===== src/rtl/core/kcspf_pkg.sv =====
// Shared widths, register codes, defaults and transfer types of the key-color speckle filter.
package kcspf_pkg;

  // Field widths.
  localparam int PIX_W      = 24;
  localparam int THR_W      = 5;
  localparam int FW_W       = 11;
  localparam int FH_W       = 13;
  localparam int ROW_W      = 13;
  localparam int CFG_IDX_W  = 2;
  localparam int CFG_DATA_W = 24;

  // Default geometry.
  localparam int DEF_MAX_WIDTH     = 1024;
  localparam int DEF_WINDOW_RADIUS = 2;
  localparam int MAX_HEIGHT        = 4096;

  // Configuration register indexes.
  localparam logic [CFG_IDX_W-1:0] REG_KEY_COLOR       = 2'd0;
  localparam logic [CFG_IDX_W-1:0] REG_COUNT_THRESHOLD = 2'd1;
  localparam logic [CFG_IDX_W-1:0] REG_FRAME_WIDTH     = 2'd2;
  localparam logic [CFG_IDX_W-1:0] REG_FRAME_HEIGHT    = 2'd3;

  // Register reset values.
  localparam logic [FW_W-1:0] RST_FRAME_WIDTH  = 11'd640;
  localparam logic [FH_W-1:0] RST_FRAME_HEIGHT = 13'd480;

  // One result pixel with its flags.
  typedef struct packed {
    logic [PIX_W-1:0] pix;
    logic             last;
    logic             eof;
  } result_t;

  // One item handed from the input stage to the window stage.
  typedef struct packed {
    logic             valid;
    logic             drain;
    logic [PIX_W-1:0] pixel;
    logic             emit_main;
    logic             emit_tail;
    logic             last_row;
    logic             inner;
  } item_t;

endpackage


===== src/rtl/core/kcspf_window.sv =====
// Window stage: column counts, centre-row pixels, filter decision and result bundle.
module kcspf_window import kcspf_pkg::*; #(
  parameter int WINDOW_RADIUS = DEF_WINDOW_RADIUS,
  localparam int LANES        = 2 * WINDOW_RADIUS,
  localparam int WIN          = 2 * WINDOW_RADIUS + 1,
  localparam int SW           = $clog2(LANES),
  localparam int CCW          = $clog2(LANES + 2),
  localparam int TW           = $clog2(WIN * WIN + 1),
  localparam int CMPW         = (TW > THR_W) ? TW : THR_W,
  localparam int PCW          = $clog2(WINDOW_RADIUS + 2)
) (
  input  logic                        clk,
  input  logic                        rst,
  input  logic [PIX_W-1:0]            key_color,
  input  logic [THR_W-1:0]            count_threshold,
  input  item_t                       item,
  input  logic [SW-1:0]               slot,
  input  logic [LANES-1:0][PIX_W-1:0] lanes,
  output logic [PCW-1:0]              push_count,
  output result_t                     push_data [WINDOW_RADIUS+1]
);

  logic [PIX_W-1:0] ccp [WINDOW_RADIUS+1];
  logic [PIX_W-1:0] ccp_next [WINDOW_RADIUS+1];
  logic [CCW-1:0]   cnt [WIN];
  logic [CCW-1:0]   cnt_next [WIN];
  logic [CCW-1:0]   col_cnt;
  logic [TW-1:0]    total;
  logic [SW:0]      cslot_sum;
  logic [SW-1:0]    cslot;
  logic [PIX_W-1:0] centre_pix;
  logic [PIX_W-1:0] main_pix;
  logic             thin;
  result_t          tail [WINDOW_RADIUS];

  // Non-key count of the new column: all stored rows plus the incoming pixel.
  always_comb begin
    col_cnt = CCW'(!item.drain && (item.pixel != key_color));
    for (int i = 0; i < LANES; i++) begin
      col_cnt = col_cnt + CCW'(lanes[i] != key_color);
    end
  end

  // The centre row sits WINDOW_RADIUS rows above the incoming one.
  always_comb begin
    cslot_sum = {1'b0, slot} + (SW + 1)'(WINDOW_RADIUS);
    if (cslot_sum >= (SW + 1)'(LANES)) begin
      cslot_sum = cslot_sum - (SW + 1)'(LANES);
    end
    cslot      = cslot_sum[SW-1:0];
    centre_pix = lanes[cslot];
  end

  // Shift the window by one column.
  always_comb begin
    ccp_next[0] = centre_pix;
    for (int j = 1; j <= WINDOW_RADIUS; j++) begin
      ccp_next[j] = ccp[j-1];
    end
    cnt_next[0] = col_cnt;
    for (int j = 1; j < WIN; j++) begin
      cnt_next[j] = cnt[j-1];
    end
    total = '0;
    for (int j = 0; j < WIN; j++) begin
      total = total + TW'(cnt_next[j]);
    end
  end

  always_ff @(posedge clk) begin
    if (rst) begin
      for (int j = 0; j <= WINDOW_RADIUS; j++) begin
        ccp[j] <= '0;
      end
      for (int j = 0; j < WIN; j++) begin
        cnt[j] <= '0;
      end
    end else if (item.valid) begin
      ccp <= ccp_next;
      cnt <= cnt_next;
    end
  end

  // Filter decision for the centre pixel; a key pixel stays the key either way.
  always_comb begin
    thin     = CMPW'(total) < CMPW'(count_threshold);
    main_pix = (item.inner && thin) ? key_color : ccp_next[WINDOW_RADIUS];
  end

  // Build the result bundle: centre pixel, then the border pixels that end the row.
  always_comb begin
    for (int t = 0; t < WINDOW_RADIUS; t++) begin
      tail[t].pix  = ccp_next[WINDOW_RADIUS-1-t];
      tail[t].last = 1'b0;
      tail[t].eof  = item.last_row && (t == WINDOW_RADIUS - 1);
    end
    for (int i = 0; i <= WINDOW_RADIUS; i++) begin
      push_data[i] = '0;
    end
    if (item.emit_main) begin
      push_data[0].pix = main_pix;
      for (int t = 0; t < WINDOW_RADIUS; t++) begin
        push_data[t+1] = tail[t];
      end
    end else begin
      for (int t = 0; t < WINDOW_RADIUS; t++) begin
        push_data[t] = tail[t];
      end
    end
    if (item.emit_tail) begin
      if (item.emit_main) begin
        push_data[WINDOW_RADIUS].last = 1'b1;
      end else begin
        push_data[WINDOW_RADIUS-1].last = 1'b1;
      end
    end else if (item.emit_main) begin
      push_data[0].last = 1'b1;
    end
    push_count = '0;
    if (item.valid) begin
      push_count = PCW'(item.emit_main) + (item.emit_tail ? PCW'(WINDOW_RADIUS) : '0);
    end
  end

endmodule


===== config.mk =====
export PLATFORM = sky130hd
export DESIGN_NAME = kcspf_window
export DESIGN_NICKNAME = d
export VERILOG_FILES = /design/src/rtl/core/kcspf_pkg.sv /design/src/rtl/core/kcspf_window.sv
export SDC_FILE = /design/constraint.sdc
export NUM_CORES = 1
export LEC_CHECK = 0
export BUFFER_PORTS_ARGS = -buffer_cell sky130_fd_sc_hd__buf_4
export CORE_UTILIZATION = 55
export CTS_BUF_LIST = sky130_fd_sc_hd__clkbuf_8
export DETAILED_ROUTE_END_ITERATION = 6
export GPL_ROUTABILITY_DRIVEN = 1
export PLACE_DENSITY = 0.95
export SETUP_SLACK_MARGIN = 0.02
export SKIP_CTS_REPAIR_TIMING = 1
export SYNTH_ARGS = -nofsm -noshare
export SYNTH_HDL_FRONTEND = slang
export SYNTH_SLANG_ARGS = --single-unit

===== constraint.sdc =====
create_clock -name clk -period 18.16 [get_ports clk]
set_input_delay 3.632 -clock clk [delete_from_list [all_inputs] [get_ports clk]]
set_output_delay 3.632 -clock clk [all_outputs]
set_load 0.01 [all_outputs]

=== Yosys cells after proc, flatten, opt, wreduce, memory -nomap -nowiden ===
Index checks and enable logic that the tools add are counted.

* Bits in writable memories: 0
* Memories kept: 0
* Input bits: 159
* Bits in registers: 60
* ROM bits: 0
* Bits in latches: 0
* Output and inout port bits: 80
* Logic and storage cells: 43

* Multiply operators: 0
* Bitwise operators: 0
* Div/mod/pow operators: 0
* Shifts and indexed selects: 0
* Muxes and demuxes: 15
* Equal/unequal tests: 5
* Order comparisons: 3
* $add $sub $neg: 11
* Reductions and logical operators: 3

{| class="wikitable"
|+ Operator list
! cell !! count
|-
| 24-bit inequality test || 5
|-
| 24-bit two-way mux || 3
|-
| 26-bit two-way mux || 2
|-
| 24-bit binary-select mux with 2-bit select || 1
|-
| 5-bit by 3-bit adder with 5-bit output || 2
|-
| 3-bit by 1-bit adder with 3-bit output || 2
|-
| 1-bit two-way mux || 6
|-
| 2-bit two-way mux || 3
|-
| 4-bit by 3-bit adder with 5-bit output || 1
|-
| 5-bit < comparator || 1
|-
| 3-bit by 3-bit adder with 4-bit output || 1
|-
| 2-bit by 1-bit adder with 3-bit output || 1
|-
| 2-bit by 2-bit adder with 3-bit output (second input constant) || 1
|-
| 3-bit >= comparator (second input constant) || 1
|-
| 2-bit by 3-bit < comparator with 1-bit output (second input constant) || 1
|-
| 1-bit by 1-bit adder with 2-bit output || 1
|-
| 1-bit by 2-bit adder with 2-bit output || 1
|-
| 1-bit logical AND || 2
|-
| 2-bit by 1-bit subtractor with 2-bit output (second input constant) || 1
|-
| 1-bit zero test || 1
|}

=== Depth between registers and ports, before layout ===
Gate-level depths: netlist of run 1.

* Word-level depth: 14
* Gate-level depth with buffers: 23
* Mapped depth without buffers: 21

=== Worst setup path before layout of run 1 ===
Ideal clock, no wire load.

* Path kind: in2out
* From: input key_color[17]
* To: output push_data[57] (netlist name)
* Path buffers: 2
* Required time: 14.528 ns
* Arrival time: 8.247 ns
* Stages on the path: 21
* Path slack: 6.281 ns
* Cells stage by stage: clkbuf_1 -> xnor2_1 -> nand4_1 -> nor4_1 -> nand3_1 -> fa_1 -> inv_1 -> fa_1 -> inv_1 -> ha_1 -> inv_1 -> fa_1 -> inv_1 -> ha_1 -> fa_1 -> ha_1 -> a21o_1 -> a31oi_2 -> o21a_1 -> buf_2 -> o221ai_1

{| class="wikitable"
|+ RTL lines
! what !! RTL line !! text
|-
| from (decl) || kcspf_window.sv:14 || <nowiki>input logic [PIX_W-1:0] key_color,</nowiki>
|-
| to (decl) || kcspf_window.sv:20 || <nowiki>output result_t push_data [WINDOW_RADIUS+1]</nowiki>
|}

==> results of run 1 <==
==> cell usage in the layout (no fill, tap or decap), types with 25 or more instances in the layout <==
| cell type | count |
|---|---|
| xor2_1 | 57 |
| nor2_1 | 60 |
| dfxtp_1 | 60 |
| xnor2_1 | 65 |
| inv_1 | 43 |
| nand2_1 | 25 |
| mux2i_1 | 59 |
| buf_4 | 239 |
==> final cells by class <==
class / count / area, um^2
clock buffer: 9 / 123.9
clock inverter: 7 / 60.06
fill: 729 / 2629
inverter: 41 / 153.9
multi-input combinational: 464 / 4099
sequential: 60 / 1201
tap: 136 / 170.2
timing repair buffer: 239 / 1794
==> logic make-up after synthesis <==
group,count (synthesis)
buffers and inverters,108
muxes,107
AOI/OAI and AO/OA,56
other,1
adders and majority gates,21
and+or+nand+nor,157
xor gates and xnor gates,122
DFF,60
==> registers in the layout (all words and copies together), names as in the netlist <==
signal	count
cnt	12
ccp	48
==> routing by layer <==
layer | vias to the layer above | part of all wire (%)
met1 | 2705 | 36
met3 | 115 | 9.7
li1 | 2579 | -
met5 | - | 0
met2 | 439 | 48
met4 | 0 | 6.6
==> power by group through the flow <==
stage	clock (mW)	combinational, mW	sequential, mW
after CTS	0.117	0.183	0.144
final	0.118	0.187	0.145
after floorplan	0	0.104	0.146
after global routing	0.123	0.197	0.146
after detailed placement	0	0.182	0.147
after global placement	0	0.178	0.147
==> worst max path at each step <==
stage | endpoint | depth (start not counted) | startpoint
after floorplan | push_data[57] | 21 | key_color[17]
after global placement | push_data[60] | 21 | key_color[21]
after detailed placement | push_data[59] | 21 | key_color[21]
after CTS | push_data[59] | 21 | key_color[21]
after global routing | push_data[59] | 21 | key_color[21]
final | push_data[59] | 21 | key_color[21]
==> tightest hold or removal path, cell delays in order (launching register included) <==
cell	delay, ns
dfxtp_1	0.33
mux2i_1	0.06
nor2_1	0.07
==> per-stage QoR <==
step	hold WS (ns)	util (%)	setup slack, ns	instance area, um^2
finish	0.4986	74.31	4.721	7602
global placement	0.4732	72.51	5.067	7418
detailed placement	0.4846	72.51	4.874	7418
CTS	0.5005	74.31	4.837	7602
floorplan	0.4602	-	6.281	5764
global route	0.5237	74.31	4.554	7602
==> summary.txt, run 1 <==
Clock tree
  – H-tree depth: 3
  – Clock Pin Slew Worst Setup and Hold Paths: 0.07 ns
  – Num CTS Buffers: 9
  – Clk Latency, worst-skew pair: roughly 0.35 ns
  – # clock sinks: 60
  – CTS tree: built
  – Clock root buffer: clkbuf_8
  – Longest Clk Path Bufs: 2

Timing
  – Least-Margin Pin Slew: 1.160 ns
  – RSZ-0062 raised after global routing: false
  – Max_slew headroom: 22.67%
  – Fmax: 74.41 MHz
  – Slew Viols, Final: 0
  – TNS Setup: 0 ns
  – Final Hold Viols: 0
  – Post-route minimum period: 13.44 ns
  – Maximum clock skew at final layout: around 0.0054 ns
  – Setup violations, final: 0
  – Fin crit share: roughly 74%

Die
  – Row Count: 37
  – Starting Density: a little under three fifths
  – Num ports: around 240
  – Chip width: between 100 and 150 um
  – Die Y: 104.4 um
  – Die ar.: 10890 um^2
  – Core Box Area: 10230 um^2

Final layout
  – Antenna fix cells: 0
  – Final Net Count: 995
  – P&R area growth vs syn: 31.89%
  – Layout cells sized above 1: 38.90%
  – Non-Filler Instances: 956

Global route
  – Antenna violations before repair: 0
  – GRT Max-Usage Layer: met2
  – Grt met2 use: 60.45%
  – Met3 Use GR: 6.203%
  – First-pass GRT wire length: 30380 um
  – Met1 global-route usage: 43.27%
  – GRT Total Usage: 36.59%
  – Vias in the first global route: a little under 6000
  – Gr ovfl total: 0
  – Largest net degree at the start of global routing: around 130

Min path
  – Hold Path Stages: 2
  – HP Start: ccp[45]
  – Worst Hold Class: flip-flop to flip-flop
  – Hold Path Sink: ccp[45]

Placement
  – RD Place Congestion: 1.050
  – Placed instance count: 940
  – DPL Wire Length: 15780 um
  – Port Buf Inserts: 237

Pwr
  – Power share of the clock group: 26.2%
  – Lkg Pwr: between 3 and 4 nW
  – Sequential power share: 32.2%
  – Switch share: 35.13%
  – PD cells: 59.12 nW/um^2
  – Worst VDD drop: around 0.034 mV
  – Total power: 0.4494 mW
  – Pint: between 0.2 and 0.3 mW
  – Net Sw Power: 0.1579 mW
  – Comb pwr share: 41.6%

Critical path
  – CP arrival: 9.81 ns
  – WS Path Type: input port to output pin
  – R2r setup slk: 17.43 ns
  – Critical Path Max Stage Delay: 0.83 ns
  – Worst Path Required: roughly 15 ns
  – CP delay by family, top: adder cells
  – R2R cell count: 2
  – Worst path cell trace: buf_4, xnor2_1, nand4_1, nor4_1, a31oi_1, fa_1, inv_1, fa_1, inv_1, ha_1, inv_1, fa_1, inv_1, ha_1, fa_1, xor2_1, ha_1, nand2_1, o21a_1, o221ai_1, buf_4
  – CP max-delay cell: o21a_1
  – Worst r2r src: ccp[58]
  – Startpoint types: input port
  – Worst-path fanout max: 25
  – Crit path buffers/inverters: 6
  – Worst r2r dst: ccp[34]
  – Crit end category: output pin

Drt
  – Total number of vias: 5838
  – # DRC: 0
  – DRT iter0 DRCs: 703
  – Vias per cell: 6.107
  – Drt pass-1 iters: 5
  – Routed WL: 20140 um
  – Final ANT Viol Nets: 0
  – Routed len/inst: 21.07 um

Status
  – Run status: finished, final reports clean

Synth
  – Register area share after synthesis: 20.84%
  – Main combinational cell family by area after synthesis: multiplexers
  – Synthesized area: 5764 um^2
  – Top cells by count, synth: xnor2_1 (65), dfxtp_1 (60), nor2_1 (60)
  – Area leader, netlist: dfxtp_1
  – Most frequent cell after synthesis: xnor2_1
  – Mapped Nets: 812
  – Post-synthesis adder-cell area fraction: 5.861%
  – Area contributors post-synth: dfxtp_1 (21%), mux2i_1 (10%), xnor2_1 (9.9%), xor2_1 (8.7%), mux4_2 (7.8%)
  – Mux share of post-synthesis cell area: 24.57%
  – Synthesized area per cell: 9.121 um^2
  – Ys async rst share: 0%
  – Yosys top cell area share: 20.84%
  – Number of synthesized flops with an enable pin: 0
  – Cell variety after synth: 35
  – Syn. warnings: 0
  – Synth Area in Compound Gates: 8.313%
  – Main synth FF type: dfxtp_1
  – Post-Syn Instances: 632
  – #FFs+latches synth: 60
  – Post-Synth Simple-Gate Area: 13.70%
  – Post-synthesis xor/xnor area fraction: 18.54%

Run
  – Max cap viols: 0
(Power assumes the default switching activity.)
==> run 2, diff against run 1 <==
- CORE_UTILIZATION: 55 -> 46
- PLACE_DENSITY: 0.95 -> 0.9
- clock period: 18.16 -> 11.8 ns (I/O delays scaled with it)
==> run 2 against run 1 <==
Critical path depth rose by 3. Clock power rose by 48%. Sequential power rose by 54%. First-iteration DRC count fell by 34%. Via count fell by 2.0%. Sequential share of layout area fell by 0.14 points. Register-to-register slack got worse by 6.4 ns. Power rose by 52%. Cell count rose by 3.7%. Combinational power rose by 54%. Worst setup slack got worse by 3.3 ns. Highest routed layer unchanged.
==> summary.txt, run 2 (synthesis gave the netlist of run 1 again) <==
Final layout
  – Fill count: 1043 (+43%)
  – Post-route core utilization: 63.32% (-11 points)
  – Max reg flops: 48 (unchanged)
  – P&R area growth vs syn: 33.04%
  – Final Net Count: 998 (+0.30%)
  – Most common cell after layout, fill and taps aside: buf_4
  – Antenna fix cells: 0 (unchanged)
  – Register name with the most flops: ccp
  – Fin area: 7669 um^2 (+0.87%)
  – Non-Filler Instances: 991 (+3.7%)
  – Most frequent cells in the layout: buf_4 (242), xnor2_1 (65), nor2_1 (60), dfxtp_1 (60), mux2i_1 (59)
  – Largest regs: ccp x48, cnt x12
  – Layout cells sized above 1: 39.37% (+0.47 points)

Clock tree
  – CTS tree: built
  – Num CTS Buffers: 9 (unchanged)
  – # clock sinks: 60 (unchanged)
  – H-tree depth: 3 (unchanged)
  – Clk Latency, worst-skew pair: 0.35 ns (about the same)
  – Clock root buffer: clkbuf_8
  – Clock Pin Slew Worst Setup and Hold Paths: 0.07 ns (about the same)
  – Longest Clk Path Bufs: 2 (unchanged)

Timing
  – Maximum clock skew at final layout: 0.006934 ns (+0.001537 ns)
  – PnR worst setup slack: 1.469 ns (-3.251 ns)
  – Slew Viols, Final: 0 (unchanged)
  – Setup violations, final: 0 (unchanged)
  – Hold slack: 0.4995 ns (+0.0009050 ns)
  – RSZ-0062 raised after global routing: false
  – Final Hold Viols: 0 (unchanged)
  – TNS Setup: 0 ns (unchanged)
  – Fin crit share: 87.55%
  – Fmax: 96.80 MHz
  – Post-route minimum period: 10.33 ns
  – Least-Margin Pin Slew: 1.172 ns (+0.01204 ns)
  – Max_slew headroom: 21.87% (-0.80 points)

Drt
  – Final ANT Viol Nets: 0 (unchanged)
  – Total number of vias: 5720 (-2.0%)
  – DRT iter0 DRCs: 464 (-34%)
  – Routed WL: 20370 um (+1.1%)
  – Routed len/inst: 20.55 um (-2.4%)
  – Vias per cell: 5.772 (-5.5%)
  – # DRC: 0 (unchanged)
  – Drt pass-1 iters: 5 (unchanged)

Run
  – Max cap viols: 0 (unchanged)

Pwr
  – Lkg Pwr: 3.421 nW (+0.32%)
  – Total power: 0.6853 mW (+52%)
  – PD cells: 89.37 nW/um^2 (+51%)
  – Worst VDD drop: 0.04389 mV (+29%)

Placement
  – Port Buf Inserts: 237 (unchanged)
  – RD Place Congestion: 0.9586 (-8.7%)
  – DPL Wire Length: 16420 um (+4.1%)
  – Dpl ws: 1.448 ns (-3.426 ns)
  – Placed Area: 7481 um^2 (+0.84%)
  – Placed instance count: 975 (+3.7%)

Die
  – Starting Density: 47.59% (-8.7 points)
  – Row Count: 40 (+8.1%)
  – Num ports: 239 (unchanged)
  – Die ar.: 12980 um^2 (+19%)
  – Chip width: 113.9 um (+9.2%)
  – Core Box Area: 12110 um^2 (+18%)
  – Die Y: 113.9 um (+9.2%)

Global route
  – GRT Total Usage: 31.24% (-5.4 points)
  – Antenna violations before repair: 0 (unchanged)
  – First-pass GRT wire length: 30060 um (-1.0%)
  – Largest net degree at the start of global routing: 127 (unchanged)
  – Gr ovfl total: 0 (unchanged)
  – Vias in the first global route: 5639 (-4.2%)

Status
  – Run status: finished, final reports clean

Critical path
  – WS Path Type: input port to output pin
  – Worst Path Required: 9.44 ns (-5.09 ns)
  – Crit end category: output pin
  – Startpoint types: input port
  – CP arrival: 7.97 ns (-1.84 ns)
  – Worst-path fanout max: 25 (unchanged)

Min path
  – Worst Hold Class: flip-flop to flip-flop
-- run 2: cell count changes in the layout (fill, tap and decap cells not counted) --
cell,previous run,this run
inv_1,43,41
clkbuf_8,9,12
buf_4,239,242
bufinv_16,1,0
-- run 2: final timing paths --
check | from | cells past startpoint | slack [ns] | end
max | key_color[2] | 24 | 1.47 | push_data[55]
min | ccp[46] | 2 | 0.50 | ccp[46]
max reg2reg | ccp[68] | 2 | 11.08 | ccp[68]
min reg2reg | ccp[46] | 2 | 0.50 | ccp[46]
-- run 2: critical path, stage by stage --
cell	delay, ns
buf_4	0.16
xnor2_1	0.18
nand4_1	0.15
nor4_1	0.49
a31oi_1	0.19
fa_1	0.51
inv_1	0.05
fa_1	0.34
inv_1	0.06
ha_1	0.14
inv_1	0.06
fa_1	0.53
inv_1	0.04
ha_1	0.22
a21o_1	0.19
a21oi_1	0.17
xnor2_1	0.15
ha_1	0.28
a21oi_2	0.14
buf_4	0.29
o21a_1	0.66
buf_4	0.27
o221ai_1	0.13
buf_4	0.20
-- run 2: final cells by class --
type	count	area (um^2)	share of cell area, %
multi-input cells	464	4099	53.45
repair buffers	242	1817	23.69
flip-flops and latches	60	1201	15.66
well taps	168	210.2	2.741
clock buffers	12	165.2	2.154
inverters	41	153.9	2.007
clock inverters	4	22.52	0.2937
-- run 2: where the power goes --
group | internal [mW] | switching, mW
combinational | 0.142 | 0.146
clock | 0.0922 | 0.0824
sequential | 0.213 | 0.00984
-- run 2: per-layer routing --
metal  global-route usage (%)  routed length [um]  up-vias
met5                        0                   0        -
met4                    17.32                1063        0
met3                    6.111                1939       80
met2                    51.52                9690      377
met1                    38.31                7675     2685
li1                         -                   -     2578
